<file path="src/rtl/aocal_pkg.sv">
package aocal_pkg;

  localparam int MAX_CALIB_SAMPLES = 4096;
  localparam int LEN_W   = 13;
  localparam int SUM_W   = 29;
  localparam int VAL_W   = 18;
  localparam int MG_W    = 17;
  localparam int FS_W    = 15;
  localparam int DIV_W   = 28;
  localparam int DIVC_W  = $clog2(DIV_W);
  localparam int SHIFT_W = 4;
  localparam int CODE_W  = 3;
  localparam int IDX_W   = 2;

  localparam logic [IDX_W-1:0] REG_CALIB_LEN  = 2'd0;
  localparam logic [IDX_W-1:0] REG_FILT_SHIFT = 2'd1;
  localparam logic [IDX_W-1:0] REG_FULL_SCALE = 2'd2;

  localparam logic [CODE_W-1:0] FS_CODE_4G  = 3'd1;
  localparam logic [CODE_W-1:0] FS_CODE_6G  = 3'd2;
  localparam logic [CODE_W-1:0] FS_CODE_8G  = 3'd3;
  localparam logic [CODE_W-1:0] FS_CODE_16G = 3'd4;

  typedef enum logic [3:0] {
    OP_NONE,
    OP_CLEAR,
    OP_ACCUM,
    OP_DIV_LOAD,
    OP_DIV_STEP,
    OP_DIV_END,
    OP_FILTER,
    OP_MULT,
    OP_SCALE
  } lane_op_t;

  typedef struct packed {
    lane_op_t               op;
    logic [SHIFT_W-1:0]     shift;
    logic [LEN_W-1:0]       len;
    logic [FS_W-1:0]        fs;
  } lane_ctl_t;

  typedef enum logic [2:0] {
    ST_IDLE,
    ST_DECIDE,
    ST_DIV_LOAD,
    ST_DIV,
    ST_DIV_END,
    ST_MULT,
    ST_SCALE,
    ST_DONE
  } state_t;

  function automatic logic [FS_W-1:0] fs_milli_g(input logic [CODE_W-1:0] code);
    logic [FS_W-1:0] r;
    case (code)
      FS_CODE_4G:  r = 15'd4000;
      FS_CODE_6G:  r = 15'd6000;
      FS_CODE_8G:  r = 15'd8000;
      FS_CODE_16G: r = 15'd16000;
      default:     r = 15'd2000;
    endcase
    return r;
  endfunction

  // 1 g expressed in raw counts for each full scale
  function automatic logic [FS_W-1:0] one_g_counts(input logic [CODE_W-1:0] code);
    logic [FS_W-1:0] r;
    case (code)
      FS_CODE_4G:  r = 15'd8192;
      FS_CODE_6G:  r = 15'd5461;
      FS_CODE_8G:  r = 15'd4096;
      FS_CODE_16G: r = 15'd2048;
      default:     r = 15'd16384;
    endcase
    return r;
  endfunction

endpackage

</file>
<file path="src/rtl/aocal_lane.sv">
module aocal_lane (
  input  logic                                   clk,
  input  logic                                   rst,
  input  aocal_pkg::lane_ctl_t                   ctl,
  input  logic signed [15:0]                     sample,
  input  logic [aocal_pkg::FS_W-1:0]             z_adj,
  output logic signed [aocal_pkg::MG_W-1:0]      milli_g
);
  import aocal_pkg::*;

  logic signed [SUM_W-1:0] sum;
  logic signed [VAL_W-1:0] offset;
  logic signed [VAL_W-1:0] filt;
  logic                    neg;
  logic [DIV_W-1:0]        quot;
  logic [LEN_W-1:0]        rem;
  logic signed [33:0]      prod;

  logic signed [SUM_W-1:0] sample_ext;
  logic [SUM_W-1:0]        mag;
  logic [LEN_W:0]          shifted;
  logic [LEN_W:0]          diff;
  logic signed [VAL_W-1:0] quot_s;
  logic signed [VAL_W-1:0] c;
  logic signed [VAL_W:0]   d;
  logic signed [VAL_W:0]   d_sh;
  logic signed [VAL_W-1:0] filt_next;
  logic signed [33:0]      biased;

  always_comb begin
    sample_ext = {{(SUM_W-16){sample[15]}}, sample};
    mag        = sum[SUM_W-1] ? (SUM_W'(0) - sum) : sum;
    shifted    = {rem, quot[DIV_W-1]};
    diff       = shifted - {1'b0, ctl.len};
    quot_s     = neg ? (VAL_W'(0) - quot[VAL_W-1:0]) : quot[VAL_W-1:0];
    c          = {{(VAL_W-16){sample[15]}}, sample} - offset;
    d          = {c[VAL_W-1], c} - {filt[VAL_W-1], filt};
    d_sh       = d >>> ctl.shift;
    filt_next  = filt + d_sh[VAL_W-1:0];
    biased     = prod + (prod[33] ? 34'sd32767 : 34'sd0);
  end

  // model state of the axis
  always_ff @(posedge clk) begin
    if (rst) begin
      sum    <= '0;
      offset <= '0;
      filt   <= '0;
    end else begin
      case (ctl.op)
        OP_CLEAR: begin
          sum    <= '0;
          offset <= '0;
          filt   <= '0;
        end
        OP_ACCUM:   sum <= sum + sample_ext;
        OP_DIV_END: begin
          offset <= quot_s - {3'b000, z_adj};
          filt   <= '0;
        end
        OP_FILTER:  filt <= filt_next;
        default: ;
      endcase
    end
  end

  // divider, product and scaled result
  always_ff @(posedge clk) begin
    case (ctl.op)
      OP_DIV_LOAD: begin
        neg  <= sum[SUM_W-1];
        quot <= mag[DIV_W-1:0];
        rem  <= '0;
      end
      OP_DIV_STEP: begin
        if (shifted >= {1'b0, ctl.len}) begin
          rem  <= diff[LEN_W-1:0];
          quot <= {quot[DIV_W-2:0], 1'b1};
        end else begin
          rem  <= shifted[LEN_W-1:0];
          quot <= {quot[DIV_W-2:0], 1'b0};
        end
      end
      OP_MULT:  prod <= filt * $signed({1'b0, ctl.fs});
      OP_SCALE: milli_g <= biased[31:15];
      default: ;
    endcase
  end

endmodule

</file>
<file path="src/rtl/accel_offset_calib_ema_scaler.sv">
// Three-axis accelerometer offset calibration and smoothing. After reset (or a
// word with restart set) the block averages calibration_length raw samples per
// axis, sets each axis offset to the truncated mean (Z also loses 1 g at the
// current full scale) and then, for every later word, subtracts the offsets,
// runs an exponential filter with weight 2^-filter_shift and scales the result
// to milli-g. Each input word yields exactly one result word; data_valid marks
// words that carry filtered values. One word is worked on at a time: a restart
// or an accumulating word passes through the decide and done states, a filtered
// word also through the multiply and scale states, and the word that completes
// calibration through the 28-step bit-serial divider in each axis lane. The
// three axes run in parallel lanes and the output register merges their
// results, so a new word is taken while the previous result still waits
// downstream. Configuration is accepted only between words (cfg_ready is low
// while a word is offered or worked on) and takes effect on the next word.
module accel_offset_calib_ema_scaler (
  input  logic                                 clk,
  input  logic                                 rst,
  input  logic                                 in_valid,
  output logic                                 in_stall,
  input  logic signed [15:0]                   raw_x,
  input  logic signed [15:0]                   raw_y,
  input  logic signed [15:0]                   raw_z,
  input  logic                                 restart,
  output logic                                 out_valid,
  input  logic                                 out_stall,
  output logic                                 data_valid,
  output logic signed [aocal_pkg::MG_W-1:0]    x_milli_g,
  output logic signed [aocal_pkg::MG_W-1:0]    y_milli_g,
  output logic signed [aocal_pkg::MG_W-1:0]    z_milli_g,
  output logic                                 is_calibrated,
  output logic [aocal_pkg::LEN_W-1:0]          calib_progress,
  input  logic                                 cfg_valid,
  output logic                                 cfg_ready,
  input  logic [aocal_pkg::IDX_W-1:0]          cfg_index,
  input  logic [aocal_pkg::LEN_W-1:0]          cfg_data
);
  import aocal_pkg::*;

  state_t state, state_next;

  // configuration registers
  logic [LEN_W-1:0]   calib_len;
  logic [SHIFT_W-1:0] filt_shift;
  logic [CODE_W-1:0]  fs_code;

  // control state
  logic               calibrated;
  logic [LEN_W-1:0]   sample_count;
  logic [DIVC_W-1:0]  div_cnt;
  logic               res_valid;

  // held word
  logic signed [15:0] s_x, s_y, s_z;
  logic               s_restart;

  logic [LEN_W-1:0]   len_eff;
  logic [LEN_W-1:0]   count_inc;
  lane_ctl_t          ctl;
  logic               out_load;
  logic signed [MG_W-1:0] mg_x, mg_y, mg_z;

  // hold off register writes while a word is offered or in the lanes
  assign cfg_ready = (state == ST_IDLE) && !in_valid;
  assign in_stall  = (state != ST_IDLE);
  assign count_inc = sample_count + LEN_W'(1);
  assign out_load  = (state == ST_DONE) && (!out_valid || !out_stall);

  // clamp the length into the supported range
  always_comb begin
    if (calib_len == '0)
      len_eff = LEN_W'(1);
    else if (calib_len > LEN_W'(MAX_CALIB_SAMPLES))
      len_eff = LEN_W'(MAX_CALIB_SAMPLES);
    else
      len_eff = calib_len;
  end

  // next state
  always_comb begin
    state_next = state;
    case (state)
      ST_IDLE:     if (in_valid) state_next = ST_DECIDE;
      ST_DECIDE: begin
        if (s_restart)
          state_next = ST_DONE;
        else if (!calibrated)
          state_next = (count_inc >= len_eff) ? ST_DIV_LOAD : ST_DONE;
        else
          state_next = ST_MULT;
      end
      ST_DIV_LOAD: state_next = ST_DIV;
      ST_DIV:      if (div_cnt == DIVC_W'(DIV_W - 1)) state_next = ST_DIV_END;
      ST_DIV_END:  state_next = ST_DONE;
      ST_MULT:     state_next = ST_SCALE;
      ST_SCALE:    state_next = ST_DONE;
      ST_DONE:     if (out_load) state_next = ST_IDLE;
      default:     state_next = ST_IDLE;
    endcase
  end

  // lane command
  always_comb begin
    ctl.op    = OP_NONE;
    ctl.shift = filt_shift;
    ctl.len   = len_eff;
    ctl.fs    = fs_milli_g(fs_code);
    case (state)
      ST_DECIDE: begin
        if (s_restart)
          ctl.op = OP_CLEAR;
        else if (!calibrated)
          ctl.op = OP_ACCUM;
        else
          ctl.op = OP_FILTER;
      end
      ST_DIV_LOAD: ctl.op = OP_DIV_LOAD;
      ST_DIV:      ctl.op = OP_DIV_STEP;
      ST_DIV_END:  ctl.op = OP_DIV_END;
      ST_MULT:     ctl.op = OP_MULT;
      ST_SCALE:    ctl.op = OP_SCALE;
      default:     ctl.op = OP_NONE;
    endcase
  end

  always_ff @(posedge clk) begin
    if (rst) begin
      state        <= ST_IDLE;
      calib_len    <= LEN_W'(64);
      filt_shift   <= SHIFT_W'(3);
      fs_code      <= '0;
      calibrated   <= 1'b0;
      sample_count <= '0;
      div_cnt      <= '0;
      res_valid    <= 1'b0;
      out_valid    <= 1'b0;
    end else begin
      state <= state_next;
      if (cfg_valid && cfg_ready) begin
        case (cfg_index)
          REG_CALIB_LEN:  calib_len  <= cfg_data;
          REG_FILT_SHIFT: filt_shift <= cfg_data[SHIFT_W-1:0];
          REG_FULL_SCALE: fs_code    <= cfg_data[CODE_W-1:0];
          default: ;
        endcase
      end
      case (state)
        ST_DECIDE: begin
          if (s_restart) begin
            calibrated   <= 1'b0;
            sample_count <= '0;
            res_valid    <= 1'b0;
          end else if (!calibrated) begin
            sample_count <= count_inc;
            res_valid    <= 1'b0;
          end else begin
            res_valid    <= 1'b1;
          end
        end
        ST_DIV_LOAD: div_cnt <= '0;
        ST_DIV:      div_cnt <= div_cnt + DIVC_W'(1);
        ST_DIV_END:  calibrated <= 1'b1;
        default: ;
      endcase
      // drop the result once taken, hold it while stalled
      if (out_load)
        out_valid <= 1'b1;
      else if (!out_stall)
        out_valid <= 1'b0;
    end
  end

  // hold the accepted word and the merged result
  always_ff @(posedge clk) begin
    if (in_valid && !in_stall) begin
      s_x       <= raw_x;
      s_y       <= raw_y;
      s_z       <= raw_z;
      s_restart <= restart;
    end
    if (out_load) begin
      data_valid     <= res_valid;
      x_milli_g      <= res_valid ? mg_x : '0;
      y_milli_g      <= res_valid ? mg_y : '0;
      z_milli_g      <= res_valid ? mg_z : '0;
      is_calibrated  <= calibrated;
      calib_progress <= sample_count;
    end
  end

  aocal_lane u_lane_x (
    .clk     (clk),
    .rst     (rst),
    .ctl     (ctl),
    .sample  (s_x),
    .z_adj   ('0),
    .milli_g (mg_x)
  );

  aocal_lane u_lane_y (
    .clk     (clk),
    .rst     (rst),
    .ctl     (ctl),
    .sample  (s_y),
    .z_adj   ('0),
    .milli_g (mg_y)
  );

  aocal_lane u_lane_z (
    .clk     (clk),
    .rst     (rst),
    .ctl     (ctl),
    .sample  (s_z),
    .z_adj   (one_g_counts(fs_code)),
    .milli_g (mg_z)
  );

endmodule

</file>
<file path="config.mk">
export PLATFORM = sky130hd
export DESIGN_NAME = accel_offset_calib_ema_scaler
export DESIGN_NICKNAME = d
export VERILOG_FILES = /design/src/rtl/aocal_pkg.sv /design/src/rtl/aocal_lane.sv /design/src/rtl/accel_offset_calib_ema_scaler.sv
export SDC_FILE = /design/constraint.sdc
export NUM_CORES = 2
export LEC_CHECK = 0
export ABC_CLOCK_PERIOD_IN_PS = 16450
export BUFFER_PORTS_ARGS = -buffer_cell sky130_fd_sc_hd__buf_2
export CORE_ASPECT_RATIO = 1.25
export CORE_MARGIN = 2
export CORE_UTILIZATION = 56
export CTS_CLUSTER_SIZE = 8
export DETAILED_ROUTE_END_ITERATION = 8
export PLACE_DENSITY = 0.76
export SYNTH_ARGS = -nofsm -noshare
export SYNTH_HDL_FRONTEND = slang
export SYNTH_SLANG_ARGS = --single-unit
</file>
<file path="constraint.sdc">
create_clock -name clk -period 16.45 [get_ports clk]
set_clock_uncertainty 0.1 [all_clocks]
set_input_delay 3.29 -clock clk [delete_from_list [all_inputs] [get_ports clk]]
set_output_delay 3.29 -clock clk [all_outputs]
set_load 0.03 [all_outputs]
</file>
---- Yosys cells after proc, flatten, opt, wreduce, memory -nomap -nowiden ----
Index checks and enable logic that the tools add are counted.
word-level totals
  word-level logic and storage cells ...... 189
  flip-flop bits (word level) ............. 630
  input bits .............................. 69
  output and inout port bits .............. 69
cells by class
  multiplexer cells ....................... 53
  reductions and logical operators ........ 27
  multiply operators ...................... 3
  shifts and indexed selects .............. 3
  add/sub/neg operators ................... 27
  equal/unequal tests ..................... 28
  order comparisons ....................... 5
operators with widths
  kind                                                                 number
  18-bit one-hot mux with 2 select lines                               6
  29-bit one-hot mux with 2 select lines                               3
  28-bit one-hot mux with 2 select lines                               3
  18-bit by 15-bit multiplier with 33-bit output                       3
  32-bit by 16-bit adder with 32-bit output                            3
  13-bit two-way mux                                                   7
  29-bit by 16-bit adder with 29-bit output                            3
  28-bit two-way mux                                                   3
  1-bit by 28-bit subtractor with 28-bit output, first input constant  3
  13-bit one-hot mux with 2 select lines                               3
  15-bit one-hot mux with 4 select lines                               1
  19-bit by 4-bit >>> shifter with 18-bit output                       3
  18-bit by 18-bit subtractor with 19-bit output                       3
  14-bit one-hot mux with 4 select lines                               1
  18-bit adder                                                         3
  18-bit two-way mux                                                   3
  1-bit by 18-bit subtractor with 18-bit output, first input constant  3
  18-bit subtractor                                                    3
  15-bit two-way mux                                                   3
  14-bit by 13-bit >= comparator with 1-bit output                     3
  13-bit subtractor                                                    3
  3-bit two-way mux                                                    8
  4-bit one-hot mux with 6 select lines                                1
  3-bit one-hot mux with 7 select lines                                1
  31 further kinds                                                     70

---- Logic depth before layout (Yosys ltp) ----
  depth after elaboration ................. 8
  mapped depth ............................ 37
  mapped depth without buffers ............ 36

---- By module ----
A second synthesis with hierarchy kept.
unflattened totals
  cells, all modules ...................... 8395
  area total of the unflattened synthesis .. 75496.2 um2
by module, submodules not included
  module                         seq. area each (um2)  cells each  area an instance (um2)  times used
  aocal_lane (u_lane_x)          4063.9                2675        23301.1                 1
  aocal_lane (u_lane_y)          4063.9                2654        23174.7                 1
  aocal_lane (u_lane_z)          4063.9                2558        22641.7                 1
  accel_offset_calib_ema_scaler  4334.2                508         6378.6                  1

---- Worst setup path after synthesis ----
Ideal clock, no wire load.
  path kind ............................... input-to-output
  start point ............................. input port in_valid
  end point ............................... output port cfg_ready
  path buffers ............................ 0
  required time ........................... 13.060 ns
  slack ................................... 9.297 ns
  stages on the path ...................... 1
  arrival ................................. 3.763 ns
  cells stage by stage .................... nor2_1
on the way
  cells in the longest elaborated chain, start to end .. 2
RTL lines
  item               line                                 text
  start, declared    accel_offset_calib_ema_scaler.sv:18  input logic in_valid,
  1-bit zero test    accel_offset_calib_ema_scaler.sv:63  assign cfg_ready = (state == ST_IDLE) && !in_valid;
  1-bit logical AND  accel_offset_calib_ema_scaler.sv:63
  end, declared      accel_offset_calib_ema_scaler.sv:33  output logic cfg_ready,
Every way passes these cells.

---- Worst setup path after layout ----
  start point ............................. register fs_code[2]
  end point ............................... register u_lane_x.prod[32] (netlist name)
on the way
  cells in the longest elaborated chain, start to end .. 3
  elaborated cells between the ends (all ways) .. 6
  those cells by class .................... 1 x mul; 4 x eq/ne; 1 x mux
RTL lines
  item                                                line                                  text
  start, declared                                     accel_offset_calib_ema_scaler.sv:44   logic [CODE_W-1:0] fs_code;
  start signal, assigned                              accel_offset_calib_ema_scaler.sv:142  REG_FULL_SCALE: fs_code <= cfg_data[CODE_W-1:0];
  3-bit equality test (tied with other cells)         aocal_pkg.sv:56                       case (code)
  14-bit one-hot mux with 4 select lines (*)          aocal_pkg.sv:56
  18-bit by 15-bit multiplier with 33-bit output (*)  aocal_lane.sv:84                      OP_MULT: prod <= filt * $signed({1'b0, ctl.fs});
Mark *: on every way between the ends. The rest lies on a longest branch, timed or not.
A chain may end at the register's enable or synchronous reset.

==> out/qor.yml <==
run_status:
  run_status: "completed"
yosys:
  edff_count_synth: 379
  synth_area_leader_cell: "edfxtp_1"
  ys_async_sr_fraction: 0
  synth_flop_cell: "edfxtp_1"
  synth_area_per_cell_um2: 9.15
  netlist.area_leader.share: 0.182
  synthTopCellsByCount: "810 x inv_1, 706 x ha_1, 623 x nand2_1"
  synth_area_leaders: "edfxtp_1 18%, fa_1 16%, ha_1 14%"
  adder_and_majority_gate_portion_of_the_synthesized_area: 0.297
  synth_top_family_by_area: "adder cells"
  count_of_cell_types_in_the_netlist: 103
  mappedNetlistNets: 8107
  synth_simple_gate_area_frac: 0.147
  synth_sequential_area_ratio: 0.258
  mappedNetlistArea_um2: 62700
  synthCells: 6845
  parity_gate_share_of_the_synthesized_area_counting_xor_and_xnor_cells: 0.0661
  postSynthRegisterBits: 618
  synth_most_common_cell: "inv_1"
  proportion_of_synthesized_area_in_mux_cells: 0.0235
  fraction_of_the_mapped_netlist_area_in_compound_gates: 0.146
  ys_warn_count: 0
power:
  clock_power_share: 0.175
  power.combinational.fraction: 0.591
  swShare: 0.456
  worst_ir_drop_vdd_mv: 0.139
  power.leakage_nw: 29.5
  p_switching_mw: 4.63
  power.share.sequential: 0.235
  power_per_cell_area_nw_per_um2: 151
  internal-power_mw: 5.52
die:
  fp.coreArea_um2: 111000
  design.portCount: 138
  initial_core_util: 0.563
  die_h_um: 378
  design.die.area_um2: 115000
  fp-row-count: 137
  die_width_um: 303
cts:
  clock_insertion_delay_worst_skew_ps: 710
  clk_path_buf_depth: 3
  tritoncts_num_sinks: 618
  cts.root.buffer_cell: "clkbuf_16"
  cts_hold_buffers: 0
  tritoncts_clock_tree: "yes"
  number_of_buffers_added_by_the_clock_tree_synthesis_step: 89
  htree_levels: 3
  post-cts-setup-buffer-count: 0
  post_cts.resized_instances: 0
  clk_pin_slew_ps: 50
flow_run:
  max_cap_viol_count: 0
route:
  drt-wirelength-per-cell_um: 18.5
  drt-initial-drc-count: 2861
  route.antenna.remaining_nets: 0
  vias: 49400
  postRouteWirelength_um: 155000
  routed_via_density: 5.87
  first_pass_iters: 6
  drc: 0
worst_setup_path:
  critical_path_required_ps: 16780
  worstSetupStartpoint: "fs_code[2]"
  crit_type: "register to register"
  worst_r2r_startpoint: "fs_code[2]"
  path_max_fanout: 64
  cp_data_arrival_time_ps: 8800
  startpoint_type: "register"
  crit_path_end_kind: "register"
sta:
  worst_pin_slew_ps: 1100
  slew_headroom: 0.265
  final_max_slew_viol_count: 0
  rsz0062_at_grt: "false"
  setup_total_negative_slack_ps: 0
  report.final.hold_viol_count: 0
  setup_viol: 0
  layout_worst_path_cycle_share: 0.515
  period_minus_slack_ps: 8470
  fmax_mhz: 118
global_route:
  grtUsageTotal: 0.274
  maximum_number_of_pins_on_one_net_before_global_route_repair: 102
  number_of_global_route_vias_before_repair: 50000
  number_of_antenna_violations_at_the_first_check_in_global_routing: 4
  grt_pass1_wl_um: 253000
  global_route.overflow_total: 0
finish:
  final_layout_size_suffix_gt1_frac: 0.0563
  layout-area-overhead-vs-synth_pct: 7.65
  post_layout_nets: 8152
  post_layout_instance_count_excluding_filler_cells: 8419
  finalInstanceArea_um2: 67400
placed_design:
  dp.cells: 8258
  gp_congestion: 1.00
  io_buffers: 137
  postPlaceCellArea_um2: 64800
  dp_hpwl_um: 118000
hold_path:
  worstHoldPathType: "register to register"
  hp-start: "calib_len[5]"
[power groups by stage]
stage | logic, mW | registers (mW) | clock network (mW)
finish | 5.99 | 2.38 | 1.77
global placement | 5.74 | 2.39 | 0
floorplan | 4.55 | 2.30 | 0
global route | 6.62 | 2.42 | 1.87
CTS | 5.92 | 2.38 | 1.81
detailed placement | 5.88 | 2.40 | 0
[registers in the layout, indices dropped and copies added, names as in the netlist, 18 cells and up]
signal           cells
u_lane_z.quot       28
u_lane_x.prod       29
u_lane_y.offset     18
u_lane_y.prod       29
u_lane_z.prod       29
u_lane_x.offset     18
u_lane_y.filt       18
u_lane_z.filt       18
u_lane_z.sum        29
u_lane_y.sum        29
u_lane_x.filt       18
u_lane_z.offset     18
u_lane_x.sum        29
u_lane_x.quot       28
u_lane_y.quot       28
[through the flow]
step | hold WS, ps | setup WS, ps | power, mW | utilization
after floorplan | 320 | 9300 | 6.85 | -
after global routing | 388 | 7480 | 10.9 | 0.606
after global placement | 351 | 8300 | 8.13 | 0.582
after detailed placement | 363 | 8060 | 8.28 | 0.582
after CTS | 371 | 8090 | 10.1 | 0.606
final | 371 | 7980 | 10.2 | 0.606
[placed cells by master, fill, tap and decap left out, drive strengths merged, types with 20 or more instances in the layout]
master and instances:
inv 812, ha 706, nand2 623, nor2 589, fa 487, edfxtp 379, a21oi 376, o21ai 364
xnor2 281, dfxtp 239, xor2 191, buf 182, clkbuf 151, and2 139, nand3 132, a21o 116
nor3 101, mux2i 85, o21a 64, nor2b 62, nand2b 61, and3 58, or3 58, o31ai 55
a22oi 54, a31oi 54, a211oi 40, o211ai 36, a21boi 36, nand4 29, or4 28, a22o 27
a211o 25, o21bai 24, nor3b 21, nor4 20, mux4 20
[final cells by class]
| class | instances | area [µm²] |
|---|---|---|
| tap | 1459 | 1830 |
| antenna | 2 | 5.00 |
| timing repair buffer | 182 | 1030 |
| fill | 9236 | 43800 |
| inverter | 812 | 3050 |
| clock inverter | 8 | 141 |
| multi-input combinational | 5187 | 42700 |
| sequential | 618 | 16200 |
| clock buffer | 151 | 2530 |
[cells by family after synthesis]
| logic type | count (synthesis) |
|---|---|
| AOI/OAI and AO/OA | 1423 |
| xor gates and xnor gates | 472 |
| adders and majority gates | 1193 |
| buffers and inverters | 1040 |
| DFF | 618 |
| muxes | 120 |
| and+or+nand+nor | 1979 |
[worst max-delay path, stage by stage, from the launching register on]
cell and delay, ps:
dfxtp_1 500, inv_1 240, nand2_4 730, nor2_1 420
a21oi_4 210, buf_4 580, nor2_1 110, ha_1 320
ha_1 290, inv_1 50, fa_1 500, inv_1 60
fa_1 530, inv_1 50, fa_1 480, inv_1 40
ha_1 270, ha_1 360, nor2_1 70, o311a_1 340
o211ai_1 310, nand2_1 100, o211ai_1 310, o211a_1 220
o21a_1 130, o2111ai_1 150, a311oi_1 490, xnor2_1 190
[per-layer routing]
layer / global-route usage / share of wire
met1: 0.321 / 0.40
met2: 0.481 / 0.49
met3: 0.0384 / 0.056
met4: 0.153 / 0.055
met5: 0 / 0.00027
[path summary, 6_finish.rpt]
kind                                          end  slack (ps)  cells after the start
worst max-delay path            u_lane_x.prod[32]        7980                     27
worst min-delay path                 calib_len[5]         370                      2
worst max register to register  u_lane_x.prod[32]        7980                     27
worst min register to register       calib_len[5]         370                      2
No activity file was read; power rests on OpenSTA's default activity.
